File: config.mk
export PLATFORM = sky130hd
export DESIGN_NAME = byte_ring_fifo_top
export DESIGN_NICKNAME = d
export VERILOG_FILES = /design/src/rtl/brf_pkg.sv /design/src/rtl/byte_ring_fifo_top.sv /design/src/rtl/brf_ram.sv /design/src/rtl/brf_front.sv /design/src/rtl/brf_back.sv
export SDC_FILE = /design/constraint.sdc
export NUM_CORES = 1
export LEC_CHECK = 0
export BUFFER_PORTS_ARGS = -buffer_cell sky130_fd_sc_hd__buf_2
export CELL_PAD_IN_SITES_DETAIL_PLACEMENT = 1
export CELL_PAD_IN_SITES_GLOBAL_PLACEMENT = 2
export CORE_MARGIN = 4
export CORE_UTILIZATION = 24
export DETAILED_ROUTE_END_ITERATION = 12
export PLACE_DENSITY = 0.6
export SLEW_MARGIN = 20
export SYNTH_ARGS = -nofsm -noshare
export SYNTH_HDL_FRONTEND = slang
export SYNTH_SLANG_ARGS = --single-unit
File: constraint.sdc
create_clock -name clk -period 9.7 [get_ports clk]
set_input_delay 0.97 -clock clk [delete_from_list [all_inputs] [get_ports clk]]
set_output_delay 0.97 -clock clk [all_outputs]
set_load 0.02 [all_outputs]
File: src/rtl/brf_pkg.sv
package brf_pkg;

  // Ring geometry
  localparam int DEPTH   = 16;
  localparam int MAX_RUN = 64;
  localparam int IDX_W   = $clog2(DEPTH);
  localparam int PTR_W   = IDX_W + 1;
  localparam int LEVEL_W = PTR_W;

  // Field widths of the channels
  localparam int CMD_W  = 3;
  localparam int BYTE_W = 8;
  localparam int RLEN_W = 7;
  localparam int RUN_W  = $clog2(MAX_RUN + 1);
  localparam int CMP_W  = (RUN_W > LEVEL_W) ? RUN_W : LEVEL_W;

  // Command queue between front and back
  localparam int QUEUE_DEPTH = 2;
  localparam int Q_AW        = $clog2(QUEUE_DEPTH);
  localparam int Q_CW        = Q_AW + 1;

  // Command codes
  localparam logic [CMD_W-1:0] CMD_PUT   = 3'd0;
  localparam logic [CMD_W-1:0] CMD_GET   = 3'd1;
  localparam logic [CMD_W-1:0] CMD_PEEK  = 3'd2;
  localparam logic [CMD_W-1:0] CMD_DRAIN = 3'd3;
  localparam logic [CMD_W-1:0] CMD_CLEAR = 3'd4;

  typedef enum logic [2:0] {
    OP_PUT   = 3'd0,
    OP_GET   = 3'd1,
    OP_PEEK  = 3'd2,
    OP_DRAIN = 3'd3,
    OP_CLEAR = 3'd4,
    OP_BAD   = 3'd5
  } op_t;

  typedef enum logic [1:0] {
    ST_IDLE = 2'b01,
    ST_RUN  = 2'b10
  } state_t;

  typedef struct packed {
    logic [CMD_W-1:0]  cmd;
    logic [BYTE_W-1:0] data_in;
    logic [RLEN_W-1:0] run_length;
  } cmd_item_t;

  typedef struct packed {
    logic [BYTE_W-1:0]  data_out;
    logic               ok;
    logic               last;
    logic [LEVEL_W-1:0] level;
    logic               is_empty;
    logic               is_full;
  } res_item_t;

  // Classified command handed from front to back
  typedef struct packed {
    op_t               op;
    logic [BYTE_W-1:0] data;
    logic [RUN_W-1:0]  run;
  } cls_item_t;

endpackage

File: src/rtl/byte_ring_fifo_top.sv
// Channel   Direction  Handshake              Payload
// cmd       in         cmd_valid / cmd_stall  cmd_item (cmd, data_in, run_length)
// res       out        res_valid / res_stall  res_item (data_out, ok, last, level,
//                                             is_empty, is_full)
//
// Put, get, clear and unknown commands issue one per cycle while results are not
// stalled; a peek or drain run occupies the issue stage until its last byte is
// emitted, one store read per step, set by the single read port of the byte store.
// A command passes through the command queue, the store read stage and the output
// register before its first result is valid.
// Reset empties the ring and all pipeline stages; store contents are not cleared.
// A two-entry command queue keeps accepting while results are stalled; cmd_stall
// rises only when the queue is full.
module byte_ring_fifo_top (
  input  logic                   clk,
  input  logic                   rst,
  input  logic                   cmd_valid,
  output logic                   cmd_stall,
  input  brf_pkg::cmd_item_t     cmd_item,
  output logic                   res_valid,
  input  logic                   res_stall,
  output brf_pkg::res_item_t     res_item
);

  logic                 head_valid;
  brf_pkg::cls_item_t   head;
  logic                 pop;

  brf_front u_front (
    .clk        (clk),
    .rst        (rst),
    .cmd_valid  (cmd_valid),
    .cmd_stall  (cmd_stall),
    .cmd_item   (cmd_item),
    .head_valid (head_valid),
    .head       (head),
    .pop        (pop)
  );

  brf_back u_back (
    .clk        (clk),
    .rst        (rst),
    .head_valid (head_valid),
    .head       (head),
    .pop        (pop),
    .res_valid  (res_valid),
    .res_stall  (res_stall),
    .res_item   (res_item)
  );

endmodule

File: src/rtl/brf_ram.sv
module brf_ram #(
  parameter int WIDTH = 8,
  parameter int DEPTH = 16
) (
  input  logic                     clk,
  input  logic                     we,
  input  logic [$clog2(DEPTH)-1:0] waddr,
  input  logic [WIDTH-1:0]         wdata,
  input  logic                     re,
  input  logic [$clog2(DEPTH)-1:0] raddr,
  output logic [WIDTH-1:0]         rdata
);

  logic [WIDTH-1:0] mem [DEPTH];

  // Write port and registered read port
  always_ff @(posedge clk) begin
    if (we) begin
      mem[waddr] <= wdata;
    end
    if (re) begin
      rdata <= mem[raddr];
    end
  end

endmodule

File: src/rtl/brf_front.sv
module brf_front (
  input  logic                   clk,
  input  logic                   rst,
  input  logic                   cmd_valid,
  output logic                   cmd_stall,
  input  brf_pkg::cmd_item_t     cmd_item,
  output logic                   head_valid,
  output brf_pkg::cls_item_t     head,
  input  logic                   pop
);

  brf_pkg::cls_item_t             q [brf_pkg::QUEUE_DEPTH];
  logic [brf_pkg::Q_AW-1:0]       wr_idx;
  logic [brf_pkg::Q_AW-1:0]       rd_idx;
  logic [brf_pkg::Q_CW-1:0]       count;
  logic                           push;
  brf_pkg::cls_item_t             cls;

  // Classify the command and saturate the run length
  always_comb begin
    cls.data = cmd_item.data_in;
    if (cmd_item.run_length > brf_pkg::RLEN_W'(brf_pkg::MAX_RUN)) begin
      cls.run = brf_pkg::RUN_W'(brf_pkg::MAX_RUN);
    end else begin
      cls.run = brf_pkg::RUN_W'(cmd_item.run_length);
    end
    case (cmd_item.cmd)
      brf_pkg::CMD_PUT:   cls.op = brf_pkg::OP_PUT;
      brf_pkg::CMD_GET:   cls.op = brf_pkg::OP_GET;
      brf_pkg::CMD_PEEK:  cls.op = brf_pkg::OP_PEEK;
      brf_pkg::CMD_DRAIN: cls.op = brf_pkg::OP_DRAIN;
      brf_pkg::CMD_CLEAR: cls.op = brf_pkg::OP_CLEAR;
      default:            cls.op = brf_pkg::OP_BAD;
    endcase
  end

  assign cmd_stall  = (count == brf_pkg::Q_CW'(brf_pkg::QUEUE_DEPTH));
  assign push       = cmd_valid && !cmd_stall;
  assign head_valid = (count != '0);
  assign head       = q[rd_idx];

  // Store classified transactions
  always_ff @(posedge clk) begin
    if (push) begin
      q[wr_idx] <= cls;
    end
  end

  // Advance queue pointers and count
  always_ff @(posedge clk) begin
    if (rst) begin
      wr_idx <= '0;
      rd_idx <= '0;
      count  <= '0;
    end else begin
      if (push) begin
        wr_idx <= wr_idx + 1'b1;
      end
      if (pop) begin
        rd_idx <= rd_idx + 1'b1;
      end
      case ({push, pop})
        2'b10:   count <= count + 1'b1;
        2'b01:   count <= count - 1'b1;
        default: count <= count;
      endcase
    end
  end

  a_pop_needs_item: assert property (@(posedge clk) disable iff (rst)
    pop |-> head_valid)
    else $error("pop from empty command queue");

  a_count_bound: assert property (@(posedge clk) disable iff (rst)
    count <= brf_pkg::Q_CW'(brf_pkg::QUEUE_DEPTH))
    else $error("command queue overfilled");

  a_stall_holds_count: assert property (@(posedge clk) disable iff (rst)
    cmd_stall && !pop |=> cmd_stall)
    else $error("full queue lost an entry without a pop");

endmodule

File: src/rtl/brf_back.sv
module brf_back (
  input  logic                   clk,
  input  logic                   rst,
  input  logic                   head_valid,
  input  brf_pkg::cls_item_t     head,
  output logic                   pop,
  output logic                   res_valid,
  input  logic                   res_stall,
  output brf_pkg::res_item_t     res_item
);

  brf_pkg::state_t                state;
  brf_pkg::state_t                state_next;
  logic [brf_pkg::PTR_W-1:0]      wp;
  logic [brf_pkg::PTR_W-1:0]      wp_next;
  logic [brf_pkg::PTR_W-1:0]      rp;
  logic [brf_pkg::PTR_W-1:0]      rp_next;
  logic [brf_pkg::PTR_W-1:0]      pos;
  logic [brf_pkg::PTR_W-1:0]      pos_next;
  logic [brf_pkg::RUN_W-1:0]      cnt;
  logic [brf_pkg::RUN_W-1:0]      cnt_next;
  logic                           drain_run;
  logic                           drain_run_next;

  logic [brf_pkg::LEVEL_W-1:0]    level_now;
  logic [brf_pkg::LEVEL_W-1:0]    level_res;
  logic [brf_pkg::CMP_W-1:0]      run_x;
  logic [brf_pkg::CMP_W-1:0]      lvl_x;
  logic [brf_pkg::RUN_W-1:0]      n;

  logic                           issue;
  logic                           r_ok;
  logic                           r_last;
  logic                           r_rd;
  logic                           we;
  logic [brf_pkg::IDX_W-1:0]      raddr;
  logic [brf_pkg::BYTE_W-1:0]     rdata;

  logic                           s1_valid;
  logic                           s1_rd;
  brf_pkg::res_item_t             s1_meta;
  brf_pkg::res_item_t             res_next;
  logic                           load_out;
  logic                           s1_free;

  // Pipeline flow: output register, then read stage, then issue
  assign load_out = !res_valid || !res_stall;
  assign s1_free  = !s1_valid || load_out;
  assign issue    = s1_free && ((state == brf_pkg::ST_RUN) || head_valid);
  assign pop      = s1_free && (state == brf_pkg::ST_IDLE) && head_valid;

  // Clip the run to the fill level
  assign level_now = brf_pkg::LEVEL_W'(wp - rp);
  assign run_x     = brf_pkg::CMP_W'(head.run);
  assign lvl_x     = brf_pkg::CMP_W'(level_now);
  assign n         = (run_x < lvl_x) ? brf_pkg::RUN_W'(run_x) : brf_pkg::RUN_W'(lvl_x);

  // Execute one step of the current command
  always_comb begin
    state_next     = state;
    wp_next        = wp;
    rp_next        = rp;
    pos_next       = pos;
    cnt_next       = cnt;
    drain_run_next = drain_run;
    r_ok           = 1'b0;
    r_last         = 1'b1;
    r_rd           = 1'b0;
    we             = 1'b0;
    raddr          = rp[brf_pkg::IDX_W-1:0];
    case (state)
      brf_pkg::ST_RUN: begin
        raddr    = pos[brf_pkg::IDX_W-1:0];
        r_rd     = 1'b1;
        r_ok     = 1'b1;
        r_last   = (cnt == brf_pkg::RUN_W'(1));
        pos_next = pos + 1'b1;
        cnt_next = cnt - 1'b1;
        if (drain_run) begin
          rp_next = pos + 1'b1;
        end
        if (cnt == brf_pkg::RUN_W'(1)) begin
          state_next = brf_pkg::ST_IDLE;
        end
      end
      brf_pkg::ST_IDLE: begin
        case (head.op)
          brf_pkg::OP_PUT: begin
            if (level_now != brf_pkg::LEVEL_W'(brf_pkg::DEPTH)) begin
              we      = 1'b1;
              wp_next = wp + 1'b1;
              r_ok    = 1'b1;
            end
          end
          brf_pkg::OP_GET: begin
            if (level_now != '0) begin
              r_rd    = 1'b1;
              r_ok    = 1'b1;
              rp_next = rp + 1'b1;
            end
          end
          brf_pkg::OP_PEEK, brf_pkg::OP_DRAIN: begin
            if (n != '0) begin
              r_rd           = 1'b1;
              r_ok           = 1'b1;
              r_last         = (n == brf_pkg::RUN_W'(1));
              pos_next       = rp + 1'b1;
              cnt_next       = n - 1'b1;
              drain_run_next = (head.op == brf_pkg::OP_DRAIN);
              if (head.op == brf_pkg::OP_DRAIN) begin
                rp_next = rp + 1'b1;
              end
              if (n != brf_pkg::RUN_W'(1)) begin
                state_next = brf_pkg::ST_RUN;
              end
            end
          end
          brf_pkg::OP_CLEAR: begin
            wp_next = '0;
            rp_next = '0;
            r_ok    = 1'b1;
          end
          default: begin
            r_ok = 1'b0;
          end
        endcase
      end
      default: begin
        state_next = brf_pkg::ST_IDLE;
      end
    endcase
  end

  assign level_res = brf_pkg::LEVEL_W'(wp_next - rp_next);

  brf_ram #(
    .WIDTH (brf_pkg::BYTE_W),
    .DEPTH (brf_pkg::DEPTH)
  ) u_store (
    .clk   (clk),
    .we    (issue && we),
    .waddr (wp[brf_pkg::IDX_W-1:0]),
    .wdata (head.data),
    .re    (issue && r_rd),
    .raddr (raddr),
    .rdata (rdata)
  );

  // Update ring and run state
  always_ff @(posedge clk) begin
    if (rst) begin
      state     <= brf_pkg::ST_IDLE;
      wp        <= '0;
      rp        <= '0;
      pos       <= '0;
      cnt       <= '0;
      drain_run <= 1'b0;
    end else if (issue) begin
      state     <= state_next;
      wp        <= wp_next;
      rp        <= rp_next;
      pos       <= pos_next;
      cnt       <= cnt_next;
      drain_run <= drain_run_next;
    end
  end

  // Read stage: hold result fields while the store read completes
  always_ff @(posedge clk) begin
    if (rst) begin
      s1_valid <= 1'b0;
    end else if (s1_free) begin
      s1_valid <= issue;
    end
  end

  always_ff @(posedge clk) begin
    if (s1_free && issue) begin
      s1_rd             <= r_rd;
      s1_meta.data_out  <= '0;
      s1_meta.ok        <= r_ok;
      s1_meta.last      <= r_last;
      s1_meta.level     <= level_res;
      s1_meta.is_empty  <= (level_res == '0);
      s1_meta.is_full   <= (level_res == brf_pkg::LEVEL_W'(brf_pkg::DEPTH));
    end
  end

  // Merge the store byte into the result fields
  always_comb begin
    res_next          = s1_meta;
    res_next.data_out = s1_rd ? rdata : '0;
  end

  // Output register
  always_ff @(posedge clk) begin
    if (rst) begin
      res_valid <= 1'b0;
    end else if (load_out) begin
      res_valid <= s1_valid;
    end
  end

  always_ff @(posedge clk) begin
    if (load_out && s1_valid) begin
      res_item <= res_next;
    end
  end

  a_level_bound: assert property (@(posedge clk) disable iff (rst)
    level_now <= brf_pkg::LEVEL_W'(brf_pkg::DEPTH))
    else $error("fill level above depth");

  a_run_count: assert property (@(posedge clk) disable iff (rst)
    state == brf_pkg::ST_RUN |-> cnt != '0)
    else $error("run state with no bytes left");

  a_run_reads: assert property (@(posedge clk) disable iff (rst)
    state == brf_pkg::ST_RUN && s1_free |=> s1_valid && s1_rd)
    else $error("run step did not issue a store read");

  a_no_pop_in_run: assert property (@(posedge clk) disable iff (rst)
    state == brf_pkg::ST_RUN |-> !pop)
    else $error("command popped during a run");

  a_s1_held: assert property (@(posedge clk) disable iff (rst)
    s1_valid && !load_out |=> s1_valid && $stable(s1_meta))
    else $error("read stage lost a result under stall");

endmodule

### After elaboration in Yosys (flattened, before gate mapping)

Memories as Yosys holds them, arrays and structs flattened. A register that Yosys moved wholly into a read port is not among the register bits.
Cells that the tools add are included.

| cells by class | value |
|---|---|
| $lt $le $gt $ge | 2 |
| mux-type cells | 43 |
| equal/unequal tests | 22 |
| reductions and logical operators | 27 |
| add/subtract/negate cells | 11 |

Operator list:

| operator | count |
|---|---|
| 5-bit 2-to-1 mux | 8 |
| 5-bit one-hot mux with 2 select lines | 3 |
| 7-bit 2-to-1 mux | 4 |
| 5-bit by 1-bit adder with 5-bit output (second input constant) | 3 |
| 3-bit one-hot mux with 5 select lines | 1 |
| 5-bit one-hot mux with 3 select lines | 1 |
| 7-bit by 1-bit equality test with 1-bit output (second input constant) | 2 |
| 7-bit one-hot mux with 2 select lines | 1 |
| 7-bit by 1-bit subtractor with 7-bit output (second input constant) | 2 |
| 1-bit 2-to-1 mux | 13 |
| 3-bit by 2-bit equality test with 1-bit output (second input constant) | 4 |
| 5-bit subtractor | 2 |
| 1-bit logical AND | 8 |
| 2-bit 2-to-1 mux | 4 |
| 2-bit != test (second input constant) | 4 |
| 1-bit one-hot mux with 2 select lines | 4 |
| 2-bit one-hot mux with 2 select lines | 2 |
| 4-bit AND reduction | 2 |
| 7-bit > comparator (second input constant) | 1 |
| 7-bit by 5-bit less-than comparator with 1-bit output | 1 |
| 7-bit by 1-bit != test with 1-bit output (second input constant) | 1 |
| 7-bit nonzero test | 1 |
| 2-bit equality test (second input constant) | 3 |
| 3-bit by 1-bit equality test with 1-bit output (second input constant) | 2 |
| 17 further kinds | 28 |

| word-level totals | value |
|---|---|
| output and inout port bits | 19 |
| memories | 2 |
| bits of input ports | 22 |
| logic and storage cells | 130 |
| flip-flop bits (word level) | 58 |
| bits in writable memories | 164 |

Memory list:

| name | depth | width | read ports | clocked after memory_dff | write ports | line | source |
|---|---|---|---|---|---|---|---|
| u_back.u_store.mem | 16 | 8 | 1 | 1 | 1 | brf_ram.sv:14 | `logic [WIDTH-1:0] mem [DEPTH];` |
| u_front.q | 2 | 18 | 1 | 1 | 1 | brf_front.sv:12 | `brf_pkg::cls_item_t q [brf_pkg::QUEUE_DEPTH];` |

### Logic depth before layout (Yosys ltp)

| depth | value |
|---|---|
| depth after elaboration | 9 |
| mapped depth | 32 |
| depth with buffers taken out | 31 |

### Cells and area by module

A second synthesis with hierarchy kept.

| second synthesis, totals | value |
|---|---|
| cells, all modules | 743 |
| area total of the unflattened synthesis | 10500.1 µm² |

Modules (own cells, without submodules):

| module | cells each | seq. area each (µm²) | area each (µm²) | instances |
|---|---|---|---|---|
| brf_ram | 229 | 4083.9 | 5227.5 | 1 |
| brf_back | 423 | 1351.3 | 3701.0 | 1 |
| brf_front | 91 | 1181.1 | 1571.5 | 1 |

### Worst setup path before layout

No wires, ideal clock.

| timing path | value |
|---|---|
| kind | register to register |
| from | register u_back.wp[0] in the netlist's numbering |
| to | register u_back.s1_meta, in the netlist u_back.res_next[6], data pin |
| required time | 9.441 ns |
| setup time | 0.259 ns |
| path buffers | 1 |
| data arrival time | 5.313 ns |
| slack | 4.128 ns |
| stages on the path, launching flop included | 31 |
| clock period less this slack | 5.572 ns |
| cells stage by stage | dfxtp_1 inv_1 ha_1 inv_1 fa_1 nand3_1 a21oi_1 nor2b_1 clkinv_1 ha_1 a21oi_1 o21ai_0 a21o_1 buf_6 a21oi_1 inv_1 ha_1 inv_1 nor2_1 o21ai_0 o211ai_1 a31oi_1 ha_1 inv_1 fa_1 a21o_1 a21oi_1 nor3_1 mux2i_1 nand2_1 xor2_1 |

| between the ends | value |
|---|---|
| word-level cells in the longest chain between the ends | 8 |
| elaborated cells between the ends (all ways) | 15 |
| classes of those cells | add/sub (3); order compare (1); eq/ne (1); mux (8); reduce/logical (2) |

Ends and longest elaborated chain:

| element | line | source |
|---|---|---|
| start, declared | brf_back.sv:14 | `logic [brf_pkg::PTR_W-1:0] wp;` |
| start signal, assigned | brf_back.sv:160 | `wp <= wp_next;` |
| 5-bit subtractor * | brf_back.sv:53 | `assign level_now = brf_pkg::LEVEL_W'(wp - rp);` |
| 7-bit by 5-bit less-than comparator with 1-bit output | brf_back.sv:56 | `assign n = (run_x < lvl_x) ? brf_pkg::RUN_W'(run_x) : brf_pkg::RUN_W'(lvl_x);` |
| 7-bit 2-to-1 mux | brf_back.sv:56 |  |
| 7-bit nonzero test | brf_back.sv:103 | `if (n != '0) begin` |
| 5-bit 2-to-1 mux | brf_back.sv:103 |  |
| 5-bit one-hot mux with 3 select lines * | brf_back.sv:87 | `case (head.op)` |
| 5-bit one-hot mux with 2 select lines * | brf_back.sv:71 | `case (state)` |
| named net u_back.rp_next (one bit) | brf_back.sv:17 | `logic [brf_pkg::PTR_W-1:0] rp_next;` |
| 5-bit subtractor * | brf_back.sv:134 | `assign level_res = brf_pkg::LEVEL_W'(wp_next - rp_next);` |
| named net u_back.level_res (one bit) | brf_back.sv:26 | `logic [brf_pkg::LEVEL_W-1:0] level_res;` |
| end, declared | brf_back.sv:41 | `brf_pkg::res_item_t s1_meta;` |

The timed path passes the listed nets; every way through them passes the cells marked *.
A chain may end at the register's enable or synchronous reset.

### Final worst setup path

| timing path | value |
|---|---|
| from | register u_back.rp[0] in the netlist's numbering |
| to | register u_back.s1_meta, in the netlist u_back.res_next[0], data pin |

| between the ends | value |
|---|---|
| word-level cells in the longest chain between the ends | 9 |
| elaborated cells between the ends (all ways) | 18 |
| classes of those cells | add/sub (3); order compare (1); eq/ne (2); mux (10); reduce/logical (2) |

Ends and longest elaborated chain:

| element | line | source |
|---|---|---|
| start, declared | brf_back.sv:16 | `logic [brf_pkg::PTR_W-1:0] rp;` |
| start signal, assigned | brf_back.sv:161 | `rp <= rp_next;` |
| 5-bit subtractor | brf_back.sv:53 |  |
| 7-bit by 5-bit less-than comparator with 1-bit output | brf_back.sv:56 |  |
| 7-bit 2-to-1 mux | brf_back.sv:56 |  |
| 7-bit nonzero test | brf_back.sv:103 |  |
| 5-bit 2-to-1 mux | brf_back.sv:103 |  |
| 5-bit one-hot mux with 3 select lines | brf_back.sv:87 |  |
| 5-bit one-hot mux with 2 select lines * | brf_back.sv:71 |  |
| named net u_back.rp_next (one bit) | brf_back.sv:17 |  |
| 5-bit subtractor * | brf_back.sv:134 |  |
| 5-bit equality test * | brf_back.sv:185 | `s1_meta.is_full <= (level_res == brf_pkg::LEVEL_W'(brf_pkg::DEPTH));` |

Marked as above.

==> summary.txt <==
Floorplan
  – Core area: ~43000 sq um
  – I/O pin count: 41
  – Height of the die: ~220 microns
  – Row cnt: 76
  – Initial Util: roughly a quarter
  – Die W: roughly 220 microns
  – Die area: about 47000 sq um

Yosys
  – Area contributors post-synth: edfxtp_1 57%, mux4_2 6.9%, dfxtp_1 6.2%, ha_1 3.0%, mux2i_1 2.2%
  – Yosys reg bits: between 200 and 250
  – Post-synth EDFFs: between 150 and 200
  – Synthesized Nets: 787
  – Synthesized area per cell: 14.1 sq um
  – Synth unique cells: 70
  – Synth top area share: 57.4%
  – Dominant synthesized flop cell: edfxtp_1
  – Sequential area share after synthesis: ~64%
  – Post-Syn Instances: about 740
  – Most common cell in the netlist: edfxtp_1
  – Synth top cells by count: 199 x edfxtp_1, 61 x nor2_1, 40 x a21oi_1
  – Yosys warning count: 0
  – Asr flop ratio synth: 0%
  – Synthesized cell area: roughly 10000 sq um
  – Dominant cell type by area after synthesis: edfxtp_1

CTS
  – Htree depth: 1
  – Clock latency on the worst-skew pair: approximately 0.55 ns
  – Postcts setup bufs: 0
  – Max Root-Sink Buffers: 3
  – CTS Root Cell: clkbuf_16
  – Clock Sinks: ~230
  – Post-cts resize count: 0
  – CTS tree: yes
  – Num CTS Buffers: 25
  – CTS Hold Bufs: 0
  – Clock slew at reported path FFs: about 0.060 ns

Timing
  – RSZ-0062 raised after global routing: no
  – Fmax: approximately 150 MHz
  – Clock skew: between 0.02 and 0.025 ns
  – Endpoints failing setup: 0
  – Final hold violation count: 0
  – Worst slew margin: around 34%
  – Count of pins over their slew limit: 0
  – Setup TNS: 0 ns
  – Crit path time final: roughly 6.9 ns
  – Worst slew pin tran: between 0.9 and 1 ns
  – Final Cycle Share: just over 70%

Global routing
  – Vias in the first global route: roughly 6500
  – First-pass GRT wire length: slightly below 40000 microns
  – Largest net degree at the start of global routing: 34
  – GR Overflow Total: 0
  – Initial antenna violation count: 2
  – Gr usage total: a little over a tenth

Drt
  – Final WL: approximately 25000 microns
  – Drt initial violations: 341
  – Final ANT Viol Nets: 0
  – First drt pass iteration count: 4
  – Via density: 4.43
  – Via Count: ~6100
  – WL/cell: between 15 and 20 microns
  – DRC: 0

Final layout
  – Area grow syn2layout: 16.2%
  – N_diodes: 0
  – Design area: between 10000 and 15000 sq um
  – Nets: between 800 and 900
  – Final cell utilization of the core: approximately 28%
  – Share of cells above drive strength 1: 18.9%

Critical path
  – Setup Crit Path Kind: flip-flop to flip-flop
  – Crit path max-delay family: compound AO/OA/AOI/OAI gates
  – Buffers plus inverters on the worst setup path: 4
  – Most used cell, CP: a21oi_1
  – Critical path peak fanout: 10
  – Worst EP arrival: 7.27 ns
  – Slowest stage delay, CP: between 0.5 and 0.6 ns
  – Critical path data required time: 10.09 ns
  – FF-to-FF setup slack: around 2.8 ns
  – CP max stage cell: dfxtp_1
  – Startpoint types: flip-flop
  – Critical Path Sink Type: flip-flop

Placed design
  – Post-DP Area: 11300 sq um
  – Number of port buffers: 40
  – Placer Congestion: between 0.7 and 0.8
  – HPWL Detailed: ~18000 microns

Pwr
  – Max IR drop VDD: 0.0000991 V
  – Leakage: ~4.0 nW
  – Pwr dens: about 300 nW/um^2
  – Tot Pwr: 3.60 mW

Flow run
  – Maxcap violations: 0

Status
  – Status: completed

Hold path
  – Worst Hold Class: flip-flop to flip-flop
[placed cells by master (no fill, tap or decap), types with 12 or more instances in the layout]
master and n:
ha_1 25, nor2b_1 17, clkbuf_16 25, a21oi_1 40
dfxtp_1 32, xnor2_1 12, mux2i_1 20, nand2_1 37
buf_2 40, a211oi_1 18, mux4_2 32, nand3_1 16
inv_1 25, o21ai_0 13, nor2_1 60, edfxtp_1 199
nor3_1 13, mux2_2 13
[kinds of logic (layout without fill, tap and decap cells)]
group | count (synthesis) | after routing | share of synthesized area, %
simple gates | 195 | 195 | 9.20
buf+inv | 62 | 122 | 2.42
fa+ha+maj | 27 | 27 | 3.39
flops | 231 | 231 | 63.5
mux | 69 | 69 | 10.7
xor+xnor | 21 | 21 | 1.77
compound gates | 133 | 133 | 9.00
[sequential cells by signal (all words and copies together) (netlist names), named ones only]
signal                count
u_front.q                36
u_back.res_next           9
u_front.rd_idx            1
u_back.pos                5
u_back.s1_rd              1
u_back.wp                 5
u_back.res_valid          1
u_back.rp                 4
u_front.count             2
u_back.cnt                7
u_back.drain_run          1
u_back.state              2
u_back.res_item          17
u_back.s1_valid           1
u_back.u_store.mem      128
u_back.u_store.rdata      8
u_front.wr_idx            1
[where the power goes]
part	leakage, nW	internal [mW]	total (mW)	switching [mW]
sequential	2.08	1.30	1.37	0.0743
combinational	1.60	0.488	1.33	0.842
clock	0.372	0.511	0.902	0.390
total	4.05	2.29	3.60	1.31
[worst paths after layout]
kind / from / endpoint / cells after the start
setup / recovery: u_back.rp[0] / u_back.res_next[0] / 28
hold / removal: u_back.res_next[3] / u_back.res_item[3] / 0
setup reg to reg: u_back.rp[0] / u_back.res_next[0] / 28
hold reg to reg: u_back.res_next[3] / u_back.res_item[3] / 0
[cell type report]
class / count / area [sq um]
clock buffers: 30 / 654
repair buffers: 50 / 275
fillers: 4631 / 30900
clock inverters: 16 / 123
multi-input cells: 445 / 3600
inverters: 26 / 97.6
flip-flops and latches: 231 / 6620
well taps: 585 / 732
[routing by layer]
layer	global-route usage, %	part of all wire, %
met5	0	0.13
met3	1.79	3.2
met2	17.2	46
met4	2.97	2.0
met1	15.3	48
[metrics by stage]
step           setup WS, ns  cells  hold slack [ns]
3_5_place_dp           2.91   1337            0.407
5_1_grt                2.27   1383            0.430
4_1_cts                2.89   1383            0.408
6_report               2.82   1383            0.413
2_1_floorplan          4.13    738            0.400
3_3_place_gp           3.23   1337            0.406
Power figures use the tool's default switching activity.
